## config.mk

```make
export PLATFORM = sky130hd
export DESIGN_NAME = adc_autorange_window_filter_unit_flat
export DESIGN_NICKNAME = d
export VERILOG_FILES = /design/src/rtl/arwf_pkg.sv /design/src/rtl/arwf_req_if.sv /design/src/rtl/arwf_rsp_if.sv /design/src/rtl/arwf_ctrl.sv /design/src/rtl/arwf_datapath.sv /design/src/rtl/adc_autorange_window_filter_unit.sv /design/src/flat_wrapper.sv
export SDC_FILE = /design/constraint.sdc
export NUM_CORES = 1
export LEC_CHECK = 0
export ABC_AREA = 1
export BUFFER_PORTS_ARGS = -buffer_cell sky130_fd_sc_hd__buf_2
export CELL_PAD_IN_SITES_DETAIL_PLACEMENT = 0
export CELL_PAD_IN_SITES_GLOBAL_PLACEMENT = 2
export CORE_UTILIZATION = 30
export CTS_BUF_LIST = sky130_fd_sc_hd__clkbuf_8 sky130_fd_sc_hd__clkbuf_16
export DETAILED_ROUTE_END_ITERATION = 8
export HOLD_SLACK_MARGIN = 0.15
export MAX_ROUTING_LAYER = met4
export PLACE_DENSITY = 0.79
export SLEW_MARGIN = 30
export SYNTH_ARGS = -nofsm -noshare
export SYNTH_HDL_FRONTEND = slang
export SYNTH_HIERARCHICAL = 1
export SYNTH_SLANG_ARGS = --single-unit
```

## constraint.sdc

```tcl
create_clock -name clock -period 3.4 [get_ports clock]
set_input_delay 0.68 -clock clock [delete_from_list [all_inputs] [get_ports clock]]
set_output_delay 0.68 -clock clock [all_outputs]
set_load 0.1 [all_outputs]
```

## src/rtl/arwf_pkg.sv

```systemverilog
// Shared constants, codes and controller/datapath handshake types for the
// auto-ranging window filter. No dependencies.
package arwf_pkg;

   localparam int CHANNELS      = 8;
   localparam int SAMPLE_BITS   = 10;
   localparam int SCALE_BITS    = 4;

   localparam int CHANNEL_BITS  = 3;
   localparam int VALUE_BITS    = 10;
   localparam int OUT_SCALE_BITS = 4;
   localparam int THRESH_BITS   = 10;
   localparam int TERM_BITS     = 8;
   localparam int COUNT_BITS    = 8;
   localparam int ACC_BITS      = SAMPLE_BITS + TERM_BITS;
   localparam int STEP_BITS     = $clog2(ACC_BITS);
   localparam int CHAN_IDX_BITS = (CHANNELS > 1) ? $clog2(CHANNELS) : 1;
   localparam int CSR_INDEX_BITS = 3;
   localparam int CSR_DATA_BITS = 32;

   typedef enum logic [1:0] {
      MODE_RAW = 2'd0,
      MODE_MIN = 2'd1,
      MODE_MAX = 2'd2,
      MODE_AVG = 2'd3
   } filter_mode_type;

   typedef enum logic [CSR_INDEX_BITS-1:0] {
      REG_FILTER_MODE    = 3'd0,
      REG_WINDOW_TERMS   = 3'd1,
      REG_AUTORANGE_MASK = 3'd2,
      REG_HIGH_THRESHOLD = 3'd3,
      REG_LOW_THRESHOLD  = 3'd4,
      REG_RETRY_LIMIT    = 3'd5,
      REG_MAX_SCALE      = 3'd6
   } csr_index_type;

   typedef struct packed {
      logic load;       // take the accepted request into the window
      logic div_start;  // load the divider with the accumulator
      logic div_step;   // one quotient bit
      logic commit;     // settle the window, step the scale, fill the result register
   } dp_cmd_type;

   typedef struct packed {
      logic window_done;
      logic avg_mode;
      logic out_free;
   } dp_status_type;

endpackage

```

## src/rtl/arwf_req_if.sv

```systemverilog
// Request channel of the window filter: valid/ready with one sample.
// Depends on arwf_pkg.
interface arwf_req_if;
   logic                                valid;
   logic                                ready;
   logic [arwf_pkg::CHANNEL_BITS-1:0]   channel;
   logic [arwf_pkg::SAMPLE_BITS-1:0]    sample;
   logic                                start_req;

   modport source (output valid, output channel, output sample, output start_req,
                   input ready);
   modport sink   (input valid, input channel, input sample, input start_req,
                   output ready);
endinterface

```

## src/rtl/arwf_rsp_if.sv

```systemverilog
// Response channel of the window filter: valid/ready with one window result.
// Depends on arwf_pkg.
interface arwf_rsp_if;
   logic                                 valid;
   logic                                 ready;
   logic [arwf_pkg::VALUE_BITS-1:0]      value;
   logic [arwf_pkg::CHANNEL_BITS-1:0]    out_channel;
   logic [arwf_pkg::OUT_SCALE_BITS-1:0]  scale;
   logic                                 scale_changed;
   logic                                 final_res;

   modport source (output valid, output value, output out_channel, output scale,
                   output scale_changed, output final_res, input ready);
   modport sink   (input valid, input value, input out_channel, input scale,
                   input scale_changed, input final_res, output ready);
endinterface

```

## src/rtl/arwf_ctrl.sv

```systemverilog
// Sequencer of the window filter: accepts a request, checks for window end,
// runs the divider for averages and commits the result. Depends on arwf_pkg.
module arwf_ctrl (
   input  logic                    clock,
   input  logic                    reset,
   input  logic                    in_valid,
   output logic                    in_ready,
   input  arwf_pkg::dp_status_type status,
   output arwf_pkg::dp_cmd_type    cmd
);
   import arwf_pkg::*;

   typedef enum logic [1:0] {
      ST_IDLE,
      ST_EVAL,
      ST_DIVIDE,
      ST_COMMIT
   } state_type;

   state_type              state_ff;
   logic                   ready_ff;
   logic [STEP_BITS-1:0]   step_ff;

   always_ff @(posedge clock) begin
      if (reset) begin
         state_ff <= ST_IDLE;
         ready_ff <= 1'b1;
         step_ff  <= '0;
      end else begin
         unique case (state_ff)
            ST_IDLE: begin
               if (in_valid && ready_ff) begin
                  state_ff <= ST_EVAL;
                  ready_ff <= 1'b0;
               end
            end
            ST_EVAL: begin
               if (!status.window_done) begin
                  state_ff <= ST_IDLE;
                  ready_ff <= 1'b1;
               end else if (status.avg_mode) begin
                  state_ff <= ST_DIVIDE;
                  step_ff  <= '0;
               end else begin
                  state_ff <= ST_COMMIT;
               end
            end
            ST_DIVIDE: begin
               step_ff <= step_ff + 1'b1;
               if (step_ff == STEP_BITS'(ACC_BITS - 1)) begin
                  state_ff <= ST_COMMIT;
               end
            end
            ST_COMMIT: begin
               if (status.out_free) begin
                  state_ff <= ST_IDLE;
                  ready_ff <= 1'b1;
               end
            end
            default: begin
               state_ff <= ST_IDLE;
               ready_ff <= 1'b1;
            end
         endcase
      end
   end

   assign in_ready = ready_ff;

   always_comb begin
      cmd.load      = (state_ff == ST_IDLE) && in_valid && ready_ff;
      cmd.div_start = (state_ff == ST_EVAL) && status.window_done && status.avg_mode;
      cmd.div_step  = (state_ff == ST_DIVIDE);
      cmd.commit    = (state_ff == ST_COMMIT) && status.out_free;
   end

endmodule

```

## src/rtl/arwf_datapath.sv

```systemverilog
// Datapath of the window filter: configuration registers, window state,
// bit-serial divider, scale stepping and result register. Depends on arwf_pkg.
module arwf_datapath (
   input  logic                                 clock,
   input  logic                                 reset,
   input  logic                                 csr_we,
   input  logic [arwf_pkg::CSR_INDEX_BITS-1:0]  csr_index,
   input  logic [arwf_pkg::CSR_DATA_BITS-1:0]   csr_wdata,
   input  arwf_pkg::dp_cmd_type                 cmd,
   output arwf_pkg::dp_status_type              status,
   input  logic [arwf_pkg::CHANNEL_BITS-1:0]    in_channel,
   input  logic [arwf_pkg::SAMPLE_BITS-1:0]     in_sample,
   input  logic                                 in_start,
   input  logic                                 out_ready,
   output logic                                 out_valid,
   output logic [arwf_pkg::VALUE_BITS-1:0]      out_value,
   output logic [arwf_pkg::CHANNEL_BITS-1:0]    out_channel,
   output logic [arwf_pkg::OUT_SCALE_BITS-1:0]  out_scale,
   output logic                                 out_changed,
   output logic                                 out_final
);
   import arwf_pkg::*;

   localparam logic [SCALE_BITS-1:0] SCALE_TOP = {SCALE_BITS{1'b1}};

   // Configuration registers.
   filter_mode_type          filter_mode_ff;
   logic [TERM_BITS-1:0]     window_terms_ff;
   logic [7:0]               autorange_mask_ff;
   logic [THRESH_BITS-1:0]   high_threshold_ff;
   logic [THRESH_BITS-1:0]   low_threshold_ff;
   logic [COUNT_BITS-1:0]    retry_limit_ff;
   logic [31:0]              max_scale_ff;

   // Window and read state.
   logic [COUNT_BITS-1:0]    wcount_ff;
   logic [ACC_BITS-1:0]      acc_ff;
   logic [SAMPLE_BITS-1:0]   ext_ff;
   logic [COUNT_BITS-1:0]    retry_ff;
   logic [SCALE_BITS-1:0]    scale_ff [CHANNELS];
   logic [CHANNEL_BITS-1:0]  ch_ff;
   logic [SAMPLE_BITS-1:0]   smp_ff;

   // Divider.
   logic [ACC_BITS-1:0]      quot_ff;
   logic [TERM_BITS-1:0]     rem_ff;

   // Result register.
   logic                     out_valid_ff;
   logic [VALUE_BITS-1:0]    out_value_ff;
   logic [CHANNEL_BITS-1:0]  out_channel_ff;
   logic [OUT_SCALE_BITS-1:0] out_scale_ff;
   logic                     out_changed_ff;
   logic                     out_final_ff;

   // Accumulate path.
   logic [COUNT_BITS-1:0]    wc_base;
   logic [ACC_BITS-1:0]      acc_base;
   logic [SAMPLE_BITS-1:0]   ext_base;
   logic [SAMPLE_BITS-1:0]   ext_in;
   logic [COUNT_BITS-1:0]    wcount_in;
   logic [ACC_BITS-1:0]      acc_in;
   logic [TERM_BITS-1:0]     terms_eff;

   // Divide path.
   logic [TERM_BITS:0]       trial;
   logic                     trial_ge;
   logic [TERM_BITS:0]       trial_diff;
   logic [TERM_BITS-1:0]     rem_in;
   logic [ACC_BITS-1:0]      quot_in;

   // Commit path.
   logic [ACC_BITS-1:0]      result;
   logic                     in_range;
   logic [CHAN_IDX_BITS-1:0] ch_idx;
   logic [SCALE_BITS-1:0]    cur_scale;
   logic [3:0]               maxs_raw;
   logic [7:0]               maxs_wide;
   logic [7:0]               maxs_clamped;
   logic [SCALE_BITS-1:0]    maxs;
   logic                     ar_en;
   logic                     hit_high;
   logic                     hit_low;
   logic                     step_up;
   logic                     step_down;
   logic [SCALE_BITS-1:0]    scale_in;
   logic                     changed;
   logic [COUNT_BITS-1:0]    retry_next;
   logic [COUNT_BITS-1:0]    limit;
   logic                     is_final;

   always_comb begin
      wc_base  = in_start ? '0 : wcount_ff;
      acc_base = in_start ? '0 : acc_ff;
      ext_base = in_start ? '0 : ext_ff;

      // The first sample of a window seeds the extreme.
      if (wc_base == '0) begin
         ext_in = in_sample;
      end else if (filter_mode_ff == MODE_MIN && in_sample < ext_base) begin
         ext_in = in_sample;
      end else if (filter_mode_ff == MODE_MAX && in_sample > ext_base) begin
         ext_in = in_sample;
      end else begin
         ext_in = ext_base;
      end
      acc_in    = acc_base + ACC_BITS'(in_sample);
      wcount_in = (wc_base != {COUNT_BITS{1'b1}}) ? wc_base + 1'b1 : wc_base;

      if (filter_mode_ff == MODE_RAW || window_terms_ff == '0) begin
         terms_eff = TERM_BITS'(1);
      end else begin
         terms_eff = window_terms_ff;
      end
   end

   always_comb begin
      status.window_done = (wcount_ff >= terms_eff);
      status.avg_mode    = (filter_mode_ff == MODE_AVG);
      status.out_free    = !out_valid_ff || out_ready;
   end

   // Restoring division, one quotient bit a cycle, dividend shifted out of quot_ff.
   always_comb begin
      trial      = {rem_ff, quot_ff[ACC_BITS-1]};
      trial_ge   = (trial >= {1'b0, terms_eff});
      trial_diff = trial - {1'b0, terms_eff};
      rem_in     = trial_ge ? trial_diff[TERM_BITS-1:0] : trial[TERM_BITS-1:0];
      quot_in    = {quot_ff[ACC_BITS-2:0], trial_ge};
   end

   always_comb begin
      case (filter_mode_ff)
         MODE_RAW: result = ACC_BITS'(smp_ff);
         MODE_AVG: result = quot_ff;
         default:  result = ACC_BITS'(ext_ff);
      endcase

      in_range  = ({1'b0, ch_ff} < (CHANNEL_BITS + 1)'(CHANNELS));
      ch_idx    = ch_ff[CHAN_IDX_BITS-1:0];
      cur_scale = in_range ? scale_ff[ch_idx] : '0;

      maxs_raw     = max_scale_ff[{ch_ff, 2'b00} +: 4];
      maxs_wide    = {4'b0000, maxs_raw};
      maxs_clamped = (maxs_wide > 8'(SCALE_TOP)) ? 8'(SCALE_TOP) : maxs_wide;
      maxs         = maxs_clamped[SCALE_BITS-1:0];

      ar_en    = in_range && autorange_mask_ff[ch_ff];
      hit_high = (result >= ACC_BITS'(high_threshold_ff));
      hit_low  = (result <= ACC_BITS'(low_threshold_ff));

      // A channel with no maximum scale is fixed and never steps.
      step_up   = ar_en && (maxs != '0) && hit_high && (cur_scale < maxs);
      step_down = ar_en && (maxs != '0) && !hit_high && hit_low && (cur_scale != '0);
      changed   = step_up || step_down;

      if (step_up) begin
         scale_in = cur_scale + 1'b1;
      end else if (step_down) begin
         scale_in = cur_scale - 1'b1;
      end else begin
         scale_in = cur_scale;
      end

      if (ar_en && retry_ff != {COUNT_BITS{1'b1}}) begin
         retry_next = retry_ff + 1'b1;
      end else begin
         retry_next = retry_ff;
      end
      limit    = (retry_limit_ff == '0) ? COUNT_BITS'(1) : retry_limit_ff;
      is_final = !(changed && (retry_next < limit));
   end

   // Configuration, window, read and scale state.
   always_ff @(posedge clock) begin
      if (reset) begin
         filter_mode_ff    <= MODE_RAW;
         window_terms_ff   <= TERM_BITS'(1);
         autorange_mask_ff <= '0;
         high_threshold_ff <= {THRESH_BITS{1'b1}};
         low_threshold_ff  <= '0;
         retry_limit_ff    <= COUNT_BITS'(4);
         max_scale_ff      <= '0;
         wcount_ff         <= '0;
         acc_ff            <= '0;
         ext_ff            <= '0;
         retry_ff          <= '0;
         out_valid_ff      <= 1'b0;
         for (int i = 0; i < CHANNELS; i++) begin
            scale_ff[i] <= '0;
         end
      end else begin
         if (csr_we) begin
            unique case (csr_index)
               REG_FILTER_MODE:    filter_mode_ff    <= filter_mode_type'(csr_wdata[1:0]);
               REG_WINDOW_TERMS:   window_terms_ff   <= csr_wdata[TERM_BITS-1:0];
               REG_AUTORANGE_MASK: autorange_mask_ff <= csr_wdata[7:0];
               REG_HIGH_THRESHOLD: high_threshold_ff <= csr_wdata[THRESH_BITS-1:0];
               REG_LOW_THRESHOLD:  low_threshold_ff  <= csr_wdata[THRESH_BITS-1:0];
               REG_RETRY_LIMIT:    retry_limit_ff    <= csr_wdata[COUNT_BITS-1:0];
               REG_MAX_SCALE:      max_scale_ff      <= csr_wdata[31:0];
               default: ;
            endcase
         end

         if (cmd.load) begin
            wcount_ff <= wcount_in;
            acc_ff    <= acc_in;
            ext_ff    <= ext_in;
            if (in_start) begin
               retry_ff <= '0;
            end
         end else if (cmd.commit) begin
            wcount_ff <= '0;
            acc_ff    <= '0;
            ext_ff    <= '0;
            retry_ff  <= is_final ? '0 : retry_next;
            if (ar_en) begin
               scale_ff[ch_idx] <= scale_in;
            end
         end

         if (cmd.commit) begin
            out_valid_ff <= 1'b1;
         end else if (out_ready) begin
            out_valid_ff <= 1'b0;
         end
      end
   end

   // Payload registers.
   always_ff @(posedge clock) begin
      if (cmd.load) begin
         ch_ff  <= in_channel;
         smp_ff <= in_sample;
      end
      if (cmd.div_start) begin
         quot_ff <= acc_ff;
         rem_ff  <= '0;
      end else if (cmd.div_step) begin
         quot_ff <= quot_in;
         rem_ff  <= rem_in;
      end
      if (cmd.commit) begin
         out_value_ff   <= result[VALUE_BITS-1:0];
         out_channel_ff <= ch_ff;
         out_scale_ff   <= OUT_SCALE_BITS'(scale_in);
         out_changed_ff <= changed;
         out_final_ff   <= is_final;
      end
   end

   assign out_valid   = out_valid_ff;
   assign out_value   = out_value_ff;
   assign out_channel = out_channel_ff;
   assign out_scale   = out_scale_ff;
   assign out_changed = out_changed_ff;
   assign out_final   = out_final_ff;

endmodule

```

## src/rtl/adc_autorange_window_filter_unit.sv

```systemverilog
// Top level of the auto-ranging window filter: sequencer plus datapath.
// Depends on arwf_pkg, arwf_req_if, arwf_rsp_if, arwf_ctrl and arwf_datapath.
//
//   port      direction  carries
//   req_ch    in         one sample request: channel, sample, start_req
//   rsp_ch    out        one window result: value, out_channel, scale, flags
//   csr_*     in         register writes: csr_we, csr_index, csr_wdata
//
// A request that does not close a window passes through ST_IDLE and ST_EVAL;
// one that closes a raw, minimum or maximum window goes on to ST_COMMIT, and
// one that closes an average window runs ST_DIVIDE before ST_COMMIT, the
// bit-serial divider producing one quotient bit per cycle of the 18-bit
// accumulator. Reset is synchronous and active high and sets the configuration
// registers to their defaults and the window, result valid and channel scales to zero.
// The result register frees the request side: a new request is taken while a
// result waits, and only the commit of the next result waits for rsp_ch.ready.
module adc_autorange_window_filter_unit (
   input  logic                                 clock,
   input  logic                                 reset,
   arwf_req_if.sink                             req_ch,
   arwf_rsp_if.source                           rsp_ch,
   input  logic                                 csr_we,
   input  logic [arwf_pkg::CSR_INDEX_BITS-1:0]  csr_index,
   input  logic [arwf_pkg::CSR_DATA_BITS-1:0]   csr_wdata
);
   import arwf_pkg::*;

   // Commands flow from the sequencer to the datapath, status flows back.
   dp_cmd_type    cmd;
   dp_status_type status;

   arwf_ctrl u_ctrl (
      .clock    (clock),
      .reset    (reset),
      .in_valid (req_ch.valid),
      .in_ready (req_ch.ready),
      .status   (status),
      .cmd      (cmd)
   );

   // The datapath owns the configuration registers, the window, the divider
   // and the result register that drives the response channel.
   arwf_datapath u_datapath (
      .clock       (clock),
      .reset       (reset),
      .csr_we      (csr_we),
      .csr_index   (csr_index),
      .csr_wdata   (csr_wdata),
      .cmd         (cmd),
      .status      (status),
      .in_channel  (req_ch.channel),
      .in_sample   (req_ch.sample),
      .in_start    (req_ch.start_req),
      .out_ready   (rsp_ch.ready),
      .out_valid   (rsp_ch.valid),
      .out_value   (rsp_ch.value),
      .out_channel (rsp_ch.out_channel),
      .out_scale   (rsp_ch.scale),
      .out_changed (rsp_ch.scale_changed),
      .out_final   (rsp_ch.final_res)
   );

endmodule
```

## src/flat_wrapper.sv

```systemverilog
// flat-port wrapper written by rule: the top's interface ports become plain ports
module adc_autorange_window_filter_unit_flat import arwf_pkg::*;
  (clock, reset, csr_we, csr_index, csr_wdata, req_ch_valid, req_ch_channel, req_ch_sample, req_ch_start_req, req_ch_ready, rsp_ch_valid, rsp_ch_value, rsp_ch_out_channel, rsp_ch_scale, rsp_ch_scale_changed, rsp_ch_final_res, rsp_ch_ready);
  arwf_req_if req_ch_i ();
  arwf_rsp_if rsp_ch_i ();
  input  logic clock;
  input  logic reset;
  input  logic csr_we;
  input  logic [arwf_pkg::CSR_INDEX_BITS-1:0] csr_index;
  input  logic [arwf_pkg::CSR_DATA_BITS-1:0] csr_wdata;
  input wire logic [$bits(req_ch_i.valid)-1:0] req_ch_valid;
  input wire logic [$bits(req_ch_i.channel)-1:0] req_ch_channel;
  input wire logic [$bits(req_ch_i.sample)-1:0] req_ch_sample;
  input wire logic [$bits(req_ch_i.start_req)-1:0] req_ch_start_req;
  output wire logic [$bits(req_ch_i.ready)-1:0] req_ch_ready;
  output wire logic [$bits(rsp_ch_i.valid)-1:0] rsp_ch_valid;
  output wire logic [$bits(rsp_ch_i.value)-1:0] rsp_ch_value;
  output wire logic [$bits(rsp_ch_i.out_channel)-1:0] rsp_ch_out_channel;
  output wire logic [$bits(rsp_ch_i.scale)-1:0] rsp_ch_scale;
  output wire logic [$bits(rsp_ch_i.scale_changed)-1:0] rsp_ch_scale_changed;
  output wire logic [$bits(rsp_ch_i.final_res)-1:0] rsp_ch_final_res;
  input wire logic [$bits(rsp_ch_i.ready)-1:0] rsp_ch_ready;
  assign req_ch_i.valid = req_ch_valid;
  assign req_ch_i.channel = req_ch_channel;
  assign req_ch_i.sample = req_ch_sample;
  assign req_ch_i.start_req = req_ch_start_req;
  assign req_ch_ready = req_ch_i.ready;
  assign rsp_ch_valid = rsp_ch_i.valid;
  assign rsp_ch_value = rsp_ch_i.value;
  assign rsp_ch_out_channel = rsp_ch_i.out_channel;
  assign rsp_ch_scale = rsp_ch_i.scale;
  assign rsp_ch_scale_changed = rsp_ch_i.scale_changed;
  assign rsp_ch_final_res = rsp_ch_i.final_res;
  assign rsp_ch_i.ready = rsp_ch_ready;
  adc_autorange_window_filter_unit u_core (.clock(clock), .reset(reset), .req_ch(req_ch_i), .rsp_ch(rsp_ch_i), .csr_we(csr_we), .csr_index(csr_index), .csr_wdata(csr_wdata));
endmodule
```

==> results of run 1 <==
-- synth_stat cells, types with 2 or more instances --
library cell / number
nand2_1: 396
nor2_1: 204
inv_1: 197
o21ai_0: 156
a21oi_1: 146
dfxtp_1: 142
ha_1: 83
edfxtp_1: 82
nand3_1: 57
clkbuf_1: 39
nand4_1: 23
o211ai_1: 15
nor2_2: 11
nor3_1: 11
xor2_1: 11
a221o_1: 10
buf_2: 8
nand2_2: 8
xnor2_1: 7
inv_2: 6
o21ai_1: 6
buf_4: 4
buf_6: 4
inv_4: 4
buf_1: 3
nor4_1: 3
o21a_1: 3
o21bai_1: 3
o22ai_1: 3
or2_2: 3
a21boi_0: 2
clkinv_1: 2
fa_1: 2
o21ai_2: 2
-- stage by stage --
| step | setup WS [ps] | hold slack [ps] |
|---|---|---|
| after global routing | -55.1 | 349 |
| after floorplan | 135 | 421 |
| after detailed placement | -128 | 456 |
| final | 162 | 371 |
| after CTS | 73.4 | 340 |
| after global placement | -15.9 | 450 |
-- layout make-up --
cell class / count / area share (%)
diodes: 1 / 0.0170
clock buffers: 27 / 4.58
clock inverters: 22 / 2.06
inverters: 209 / 5.47
multi-input cells: 1180 / 42.5
flip-flops and latches: 224 / 36.0
well taps: 532 / 4.52
repair buffers: 115 / 4.84
repair inverters: 1 / 0.0509
-- worst max-delay path by stage --
stage	start	to	slack (ps)	cells past startpoint
6_report	u_core/u_datapath/filter_mode_ff[1]	u_core/u_datapath/scale_ff[1][0]	160	22
5_1_grt	u_core/u_datapath/filter_mode_ff[1]	u_core/u_datapath/scale_ff[6][3]	-60	20
4_1_cts	u_core/u_datapath/filter_mode_ff[0]	u_core/u_datapath/scale_ff[0][0]	70	20
3_5_place_dp	u_core/u_datapath/filter_mode_ff[0]	u_core/u_datapath/scale_ff[0][0]	-130	20
3_3_place_gp	u_core/u_datapath/filter_mode_ff[0]	u_core/u_datapath/scale_ff[0][0]	-20	19
2_1_floorplan	req_ch_start_req	u_core/u_datapath/acc_ff[15]	130	14
-- flip-flops by register name (all words and copies together), names as in the netlist, 10 cells and up, named ones only --
| name | cells |
|---|---|
| u_core/u_datapath/max_scale_ff | 32 |
| u_core/u_datapath/scale_ff | 32 |
| u_core/u_datapath/acc_ff | 18 |
| u_core/u_datapath/quot_ff | 18 |
| u_core/u_datapath/ext_ff | 10 |
| u_core/u_datapath/high_threshold_ff | 10 |
| u_core/u_datapath/low_threshold_ff | 10 |
| u_core/u_datapath/out_value | 10 |
| u_core/u_datapath/smp_ff | 10 |
-- per-layer routing --
metal	GRT usage (%)	vias up
li1	-	5663
met1	22.4	4925
met2	29.1	168
met3	1.84	34
met4	3.39	0
met5	-	-
-- kinds of logic after synthesis --
| family | after synthesis | synth area share (%) |
|---|---|---|
| buf+inv | 267 | 8.52 |
| xor+xnor | 19 | 1.48 |
| flops | 224 | 42.3 |
| fa+ha+maj | 85 | 8.61 |
| simple gates | 726 | 24.0 |
| compound gates | 350 | 15.1 |
-- power by group through the flow --
stage	Clock [mW]	Sequential [mW]	Combinational, mW
after global routing	3.40	3.39	3.59
after floorplan	0	3.44	2.18
after CTS	3.29	3.35	3.14
final	3.20	3.35	3.18
after global placement	0	3.41	3.10
after detailed placement	0	3.41	3.12
-- worst reg2reg max path: stages (launching register included) --
cell and delay [ps]:
dfxtp_2 350, inv_2 60, ha_4 290, buf_2 180, a221o_1 260, o21ai_0 80
inv_1 110, ha_1 300, nand2_1 90, nor2_2 140, nand2_1 90, nor2_1 90
nor2_1 50, nand2_1 70, nand2_1 50, nand2_1 60, inv_2 50, nand4_4 130
inv_4 80, nor2_8 140, xor2_4 190, clkinv_4 130, nor2_2 100
-- what timing repair did --
action,4_1_cts,5_1_grt
pin swaps,0,6
endpoints found under the setup margin,40,45
resized for setup,2,28
gates cloned,0,1
setup buffers,0,5
==> results.toml, run 1 <==
[run_status]
outcome = "finished with violations"
violations = "design-rule violations"

[cells_and_area]
synthToLayoutAreaGrowth_pct = 17.6
final_area_mm2 = 0.0147
final.fill_count = 4337
multi_input_area_mm2 = 0.00626
layout_commonest_cell = "nand2_1"
final-seq-area_mm2 = 0.00531
fin_util_pct = 35.9
final_cell_mix = "nand2_1 (390), nor2_1 (198), inv_1 (193)"
finalNetCount = 1897
drive_gt1_share_pct = 12.9
stdcell_count = 2311

[yosys]
ys_ff_latch = 224
yosysTopAreaCell = "dfxtp_1"
synth_flop_cell = "dfxtp_1"
yosysUniqueCellTypes = 49
synth_top_area_share_pct = 22.7
synthCells = 1671
synth.cell_area_mm2 = 0.0125
synth-edff-count = 82
synthesis.nets = 1810
syn_avg_cell_area_um2 = 7.50
async_flop_share_pct = 0
ys_seq_area_share_pct = 42.3
ys_top_cells_by_area = "dfxtp_1 (23%), edfxtp_1 (20%), nand2_1 (12%)"
yosys_warnings = 6

[placement]
io_buffers = 74
postPlaceCellArea_mm2 = 0.0136
place.gp.congestion = 0.840
hpwlAfterDp_mm = 25.8
dp_cells = 2255

[clocking]
cts_root_buffer = "clkbuf_16"
clkSinkCount = 224
ctsHoldBuffers = 0
numCtsBuffers = 27
cts_buffer_depth = 3
path_clk_slew_ps = 60
clock_latency_ps = 530
ctsHtreeMaxLevel = 1
tritoncts = "yes"

[sta]
setup_viol = 0
max_freq_mhz = 309
fin_crit_ps = 3240
worst_slew_pin_slew_ps = 789
final_max_slew_viol_count = 0
finalCritPeriodShare_pct = 95.2
fin_skew_ps = 9.92
hold_viol = 0
max-slew-margin-rel_pct = 47.1
tns_ps = 0

[critical_path]
crit_path_max_incr_delay_ps = 350
critPathCaptureType = "register"
crit_type = "reg2reg"
cp_top_family = "simple AND/OR/NAND/NOR gates"
reg2reg_slack_ps = 160
cp_common_cell = "nand2_1"
slowest_stage = "dfxtp_2"
cp.arrival_ps = 3620
crit_fanout = 8
critPathRequiredTime_ps = 3780
start_kind = "register"
cp_num_buf_inv = 6
r2r_end = "u_core/u_datapath/scale_ff[1][0]"
worstPathCellList = "inv_2 > ha_4 > buf_2 > a221o_1 > o21ai_0 > inv_1 > ha_1 > nand2_1 > nor2_2 > nand2_1 > nor2_1 > nor2_1 > nand2_1 > nand2_1 > nand2_1 > inv_2 > nand4_4 > inv_4 > nor2_8 > xor2_4 > clkinv_4 > nor2_2"
reg2regPathDepth = 22
reg2reg_from = "u_core/u_datapath/filter_mode_ff[1]"

[power]
p_int_mw = 6.17
seq_power_share_pct = 34.4
ir_worst_vdd_mv = 0.289
p_comb_share_pct = 32.7
power.density_mw_per_mm2 = 660
clock_power_share_pct = 32.9
swShare_pct = 36.6
total_power_mw = 9.73
p_sw_mw = 3.56
p_leak_nw = 6.47

[min_path]
hold_start = "req_ch_channel[1]"
worstHoldEndpoint = "u_core/u_datapath/ch_ff[1]"
worstHoldPathType = "in2reg"
whs_path_depth = 1

[routing]
num_vias = 10800
drtIter0Drc = 627
viasPerCell = 4.67
routed.top_layer = "met4"
drcViolationCount = 6
drtPass1Iterations = 7
wl_met2_mm = 17.2
wl_met1_mm = 16.7
drt_wl_total_mm = 35.6
wl_met3_mm = 1.21
antenna_left = 0
wire_per_inst_um = 15.4

[floorplanning]
die_x_um = 206
die_height_um = 206
die_area_mm2 = 0.0426
row_count = 74
core_area_mm2 = 0.0410
initial_core_util_pct = 30.5
io_pins = 75

[global_routing]
antenna_found_initial = 2
grt_max_degree = 60
grt_use_total_pct = 17.3
grt_overflow = 0
grt_first_pass_wirelength_mm = 56.5
grt_pass1_vias = 10400

[run]
maxCapViolations = 0
(Power assumes the default switching activity.)
==> inputs of run 2 (changes only) <==
- ABC_AREA: 1 -> default
- PLACE_DENSITY: 0.79 -> 0.75
==> run 2 against run 1 <==
  * The flow finishes with violations (negative setup slack)
  * Design area increased by 5.1%
  * Die area down 2.5%
  * Area after synthesis is 2.5% lower
  * Synthesized cell count decreased by 21%
  * Sequential cell count is the same
  * Clock power shrank 15%
  * Highest routed layer unchanged
==> results.toml, run 2 <==
[power]
p_comb_share_pct = 35.2
swShare_pct = 33.4
clock_power_share_pct = 29.6
seq_power_share_pct = 35.2
p_sw_mw = 3.07
p_leak_nw = 6.13
ir_worst_vdd_mv = 0.315
p_int_mw = 6.13
power.density_mw_per_mm2 = 594

[routing]
drcViolationCount = 0
num_vias = 10100
drt_wl_total_mm = 34.6
drtIter0Drc = 520
viasPerCell = 4.94
antenna_left = 0
wire_per_inst_um = 17.0
drtPass1Iterations = 4

[sta]
setup_slack_ps = -65.7
fin_skew_ps = 22.1
rsz0062_at_grt = "true"
max_freq_mhz = 289
max-slew-margin-rel_pct = 42.1
finalCritPeriodShare_pct = 102
worst_slew_pin_slew_ps = 868
fin_crit_ps = 3470
final_max_slew_viol_count = 0
setup_viol = 44
tns_ps = -1730
hold_viol = 0

[clocking]
cts_buffer_depth = 3
tritoncts = "yes"
path_clk_slew_ps = 60
numCtsBuffers = 27
clkSinkCount = 224
ctsHtreeMaxLevel = 1
clock_latency_ps = 560
cts_root_buffer = "clkbuf_16"

[yosys]
yosysUniqueCellTypes = 86
synth.cell_area_mm2 = 0.0122
yosys_warnings = 6
async_flop_share_pct = 0
synth_flop_cell = "dfxtp_1"
synthCells = 1316
yosys-top-cells-count = "nand2_1 (222), dfxtp_1 (142), a21oi_1 (129), nor2_1 (98), ha_1 (83)"
ys_seq_area_share_pct = 43.4
yosysTopAreaCell = "dfxtp_1"
ys_ff_latch = 224
synthesis.nets = 1455
synth_top_area_share_pct = 23.3
ys_top_cells_by_area = "dfxtp_1 (23%), edfxtp_1 (20%), ha_1 (8.5%)"
syn_avg_cell_area_um2 = 9.28
synth_most_common_cell = "nand2_1"
synth-edff-count = 82

[global_routing]
grt_overflow = 0
antenna_found_initial = 0
grt_pass1_vias = 9741
grt_first_pass_wirelength_mm = 54.7
grt_use_total_pct = 17.0
grt_max_degree = 81

[min_path]
worstHoldPathType = "in2reg"
whs_path_depth = 1
hold_start = "req_ch_channel[2]"
worstHoldEndpoint = "u_core/u_datapath/ch_ff[2]"

[run]
maxCapViolations = 0

[placement]
hpwlAfterDp_mm = 24.4
place.gp.congestion = 0.821
postPlaceCellArea_mm2 = 0.0138
io_buffers = 74

[floorplanning]
row_count = 73
die_area_mm2 = 0.0415
core_area_mm2 = 0.0399
initial_core_util_pct = 30.6
io_pins = 75
die_x_um = 204
die_height_um = 204

[critical_path]
cp.arrival_ps = 3750
critPathRequiredTime_ps = 3690
reg2reg_from = "u_core/u_datapath/filter_mode_ff[0]"
crit_fanout = 18
reg2regPathDepth = 17
reg2reg_slack_ps = -70
r2r_end = "u_core/u_datapath/quot_ff[2]"
critPathCaptureType = "register"
start_kind = "register"
crit_type = "reg2reg"

[run_status]
outcome = "finished with violations"
violations = "negative setup slack"

[cells_and_area]
synthToLayoutAreaGrowth_pct = 26.8
final_cell_mix = "nand2_1 (222), dfxtp_1 (139), a21oi_1 (123)"
layout_commonest_cell = "nand2_1"
drive_gt1_share_pct = 25.6
final_area_mm2 = 0.0155
finalNetCount = 1630
n_antenna_cell = 0
largestRegisters = "u_core/u_datapath/max_scale_ff: 32 flops, u_core/u_datapath/scale_ff: 32 flops"
run 2: cell types whose count changed in the layout (fill, tap and decap cells not counted), sizes merged, moves of 19 or more:
cell / delta
nand2: -182
inv: -135
o21ai: -120
nor2: -109
buf: +88
nand3: -39
mux2: +28
nand2b: +25
nor2b: +24
nand3b: +21
mux2i: +20
a21o: +19
and3: +19
run 2: cell families after synthesis:
kind of cell               share of synthesized area, %
muxes                                              6.17
buffers and inverters                              4.19
DFF                                                43.4
AOI/OAI and AO/OA                                  15.9
adders and majority gates                          8.83
xor gates and xnor gates                           1.95
and+or+nand+nor                                    19.6
run 2: how the worst max path moves through the flow:
| stage | start | to | slack, ps | cells after the start |
|---|---|---|---|---|
| after floorplan | u_core/u_datapath/filter_mode_ff[1] | u_core/u_datapath/quot_ff[14] | -130 | 18 |
| after global placement | u_core/u_datapath/filter_mode_ff[1] | u_core/u_datapath/scale_ff[3][3] | -590 | 14 |
| after detailed placement | u_core/u_datapath/filter_mode_ff[0] | u_core/u_datapath/scale_ff[0][3] | -650 | 16 |
| after CTS | u_core/u_datapath/filter_mode_ff[0] | u_core/u_datapath/quot_ff[5] | -60 | 16 |
| after global routing | u_core/u_datapath/filter_mode_ff[0] | u_core/u_datapath/quot_ff[6] | -160 | 17 |
| final | u_core/u_datapath/filter_mode_ff[0] | u_core/u_datapath/quot_ff[2] | -70 | 17 |
run 2: what timing repair did:
action,in CTS,in global routing
gates cloned,2,1
pin swaps,35,36
hold buffers,0,0
endpoints found under the setup margin,96,95
gates resized for setup,74,53
buffers inserted,23,13
run 2: metrics by stage:
| stage | power, mW | setup slack (ps) | instances | utilization [%] | hold WS [ps] |
|---|---|---|---|---|---|
| finish | 9.20 | -65.7 | 2037 | 38.8 | 319 |
| CTS | 9.06 | -61.1 | 2023 | 37.9 | 291 |
| detailed placement | 6.09 | -648 | 1951 | 34.5 | 446 |
| floorplan | 5.13 | -132 | 1316 | - | 421 |
| global route | 9.70 | -155 | 2037 | 38.8 | 291 |
| global placement | 6.06 | -588 | 1951 | 34.5 | 440 |
run 2: power groups by stage:
stage / Combinational (mW) / Clock, mW / Sequential [mW]
2_1_floorplan: 1.88 / 0 / 3.24
3_3_place_gp: 2.77 / 0 / 3.30
3_5_place_dp: 2.79 / 0 / 3.30
4_1_cts: 3.03 / 2.79 / 3.24
5_1_grt: 3.53 / 2.90 / 3.27
6_report: 3.24 / 2.72 / 3.24
run 2: metal layers:
| metal | track usage [%] | part of all wire (%) |
|---|---|---|
| met2 | 26.6 | 46 |
| met3 | 1.93 | 2.9 |
| met5 | - | 0 |
| met4 | 3.06 | 1.3 |
| met1 | 23.6 | 49 |
run 2: critical path, cell delays in order, from the launching register on:
cell and delay [ps]:
dfxtp_4 380, inv_4 40, ha_4 170, buf_6 130
a211o_1 280, ha_1 270, nand2b_4 130, a21o_1 150
a21o_1 150, a21o_1 160, a21o_1 150, a21o_1 150
a21o_1 180, a21o_1 190, and3_4 210, buf_4 150
nor2_4 170, inv_8 100
run 2: area by class of cell:
cell class	count	area (um^2)
Tap cell	525	657
Sequential cell	224	5310
Inverter	69	272
Fill cell	3969	24400
Clock inverter	22	144
Clock buffer	28	689
Multi-Input combinational cell	964	6840
Timing Repair Buffer	205	1570
==> inputs of run 3 (changes only) <==
- BUFFER_PORTS_ARGS: -buffer_cell sky130_fd_sc_hd__buf_2 -> -buffer_cell sky130_fd_sc_hd__clkbuf_2
==> run 3 against run 2 <==
  * The run now ends clean
  * Clock-buffer cell count up 1
  * Non-clock buffer count down 25
  * Power down 0.67%
  * Largest power group unchanged
==> results.toml, run 3 (synthesis gave the netlist of run 2 again) <==
[cells_and_area]
synthToLayoutAreaGrowth_pct = 23.5
final.fill_count = 4067
final_cell_mix = "nand2_1 (222), dfxtp_1 (140), a21oi_1 (125)"
final-seq-area_mm2 = 0.00531
layout_commonest_cell = "nand2_1"
largestRegisters = "u_core/u_datapath/max_scale_ff: 32 flops, u_core/u_datapath/scale_ff: 32 flops"
multi_input_area_mm2 = 0.00670
n_antenna_cell = 0
finalNetCount = 1604
final_area_mm2 = 0.0151
stdcell_count = 2008
drive_gt1_share_pct = 23.4

[critical_path]
r2r_end = "u_core/u_datapath/quot_ff[13]"
cp.arrival_ps = 3680
crit_fanout = 14
reg2reg_slack_ps = 7
start_kind = "register"
reg2reg_from = "u_core/u_datapath/filter_mode_ff[1]"
critPathRequiredTime_ps = 3690
critPathCaptureType = "register"
crit_type = "reg2reg"
reg2regPathDepth = 16

[routing]
drtIter0Drc = 597
viasPerCell = 4.96
drtPass1Iterations = 5
num_vias = 9960
antenna_left = 0
wire_per_inst_um = 17.1
drt_wl_total_mm = 34.2
drcViolationCount = 0

[sta]
final_max_slew_viol_count = 0
setup_viol = 0
max_freq_mhz = 295
finalCritPeriodShare_pct = 99.8
rsz0062_at_grt = "true"
holdWs_ps = 328
hold_viol = 0
worst_slew_pin_slew_ps = 881
fin_crit_ps = 3390
fin_skew_ps = 12.8
max-slew-margin-rel_pct = 41.2
setup_slack_ps = 6.78

[clocking]
ctsHoldBuffers = 0
clock_latency_ps = 540
cts_root_buffer = "clkbuf_16"
cts_buffer_depth = 3
ctsHtreeMaxLevel = 1
tritoncts = "yes"
numCtsBuffers = 26
clkSinkCount = 224
path_clk_slew_ps = 60

[min_path]
worstHoldEndpoint = "u_core/u_datapath/ch_ff[2]"
whs_path_depth = 1
hold_start = "req_ch_channel[2]"
worstHoldPathType = "in2reg"

[floorplanning]
die_height_um = 204
row_count = 73
die_x_um = 204
core_area_mm2 = 0.0399
initial_core_util_pct = 30.6
io_pins = 75
die_area_mm2 = 0.0415

[placement]
dp_worst_setup_slack_ps = -484
hpwlAfterDp_mm = 24.5
dp_cells = 1945
place.gp.congestion = 0.813
io_buffers = 74
postPlaceCellArea_mm2 = 0.0138

[global_routing]
antenna_found_initial = 0
grt_first_pass_wirelength_mm = 54.2
grt_max_degree = 81
grt_pass1_vias = 9678
grt_use_total_pct = 16.8
grt_overflow = 0

[run_status]
outcome = "complete, no violations"

[power]
power.density_mw_per_mm2 = 605
total_power_mw = 9.14
p_leak_nw = 5.99
ir_worst_vdd_mv = 0.462

[run]
maxCapViolations = 0
-- run 3: cell count changes in the layout (fill, tap and decap cells not counted), sizes merged --
cell	previous run	this run
clkbuf	30	102
buf	203	107
clkinvlp	0	1
bufinv	1	4
clkinv	16	7
-- run 3: critical path, stage by stage (launching register included) --
cell,delay [ps]
dfxtp_2,350
inv_2,60
ha_4,180
buf_6,130
a211o_1,280
ha_1,280
nand2b_4,130
a21o_1,150
a21o_1,160
a21o_1,150
a21o_1,150
a21o_1,150
a21o_1,150
a21o_1,210
and3_4,200
buf_12,150
mux2_2,270
-- run 3: layout make-up --
type / count / share of cell area (%)
Sequential cell: 224 / 35.2
Clock buffer: 29 / 4.59
Timing Repair Buffer: 180 / 8.42
Multi-Input combinational cell: 964 / 44.4
Clock inverter: 17 / 1.29
Tap cell: 525 / 4.35
Inverter: 69 / 1.75
-- run 3: repair_timing --
item	in CTS	in global routing
gates cloned	0	0
gates resized for setup	27	59
pin swaps	11	25
setup buffers	7	10
endpoints found under the setup margin	92	92
-- run 3: where the power goes --
part | internal [mW] | total [mW] | switching [mW]
clock | 1.76 | 2.91 | 1.15
combinational | 1.36 | 2.99 | 1.63
sequential | 3.03 | 3.24 | 0.211
-- run 3: worst max path at each step --
| stage | from | endpoint | slack, ps |
|---|---|---|---|
| finish | u_core/u_datapath/filter_mode_ff[1] | u_core/u_datapath/quot_ff[13] | 7 |
| global route | u_core/u_datapath/ch_ff[1] | u_core/u_datapath/retry_ff[4] | -170 |
| CTS | u_core/u_datapath/filter_mode_ff[0] | u_core/u_datapath/scale_ff[2][3] | 3 |
| detailed placement | u_core/u_datapath/filter_mode_ff[0] | u_core/u_datapath/scale_ff[3][3] | -480 |
| global placement | u_core/u_datapath/filter_mode_ff[0] | u_core/u_datapath/scale_ff[3][3] | -270 |
| floorplan | u_core/u_datapath/filter_mode_ff[1] | u_core/u_datapath/quot_ff[14] | -130 |
-- run 3: per-stage QoR --
step / setup TNS, ps / util [%]
3_5_place_dp: -21520 / 34.5
6_report: 0 / 37.8
2_1_floorplan: -2030 / -
3_3_place_gp: -10680 / 34.5
4_1_cts: 0 / 37.0
5_1_grt: -8190 / 37.8
-- run 3: per-layer routing --
metal	track usage, %	routed length [um]
met5	-	0
met4	3.28	492
met3	1.93	1460
met2	26.1	15700
met1	23.6	16600
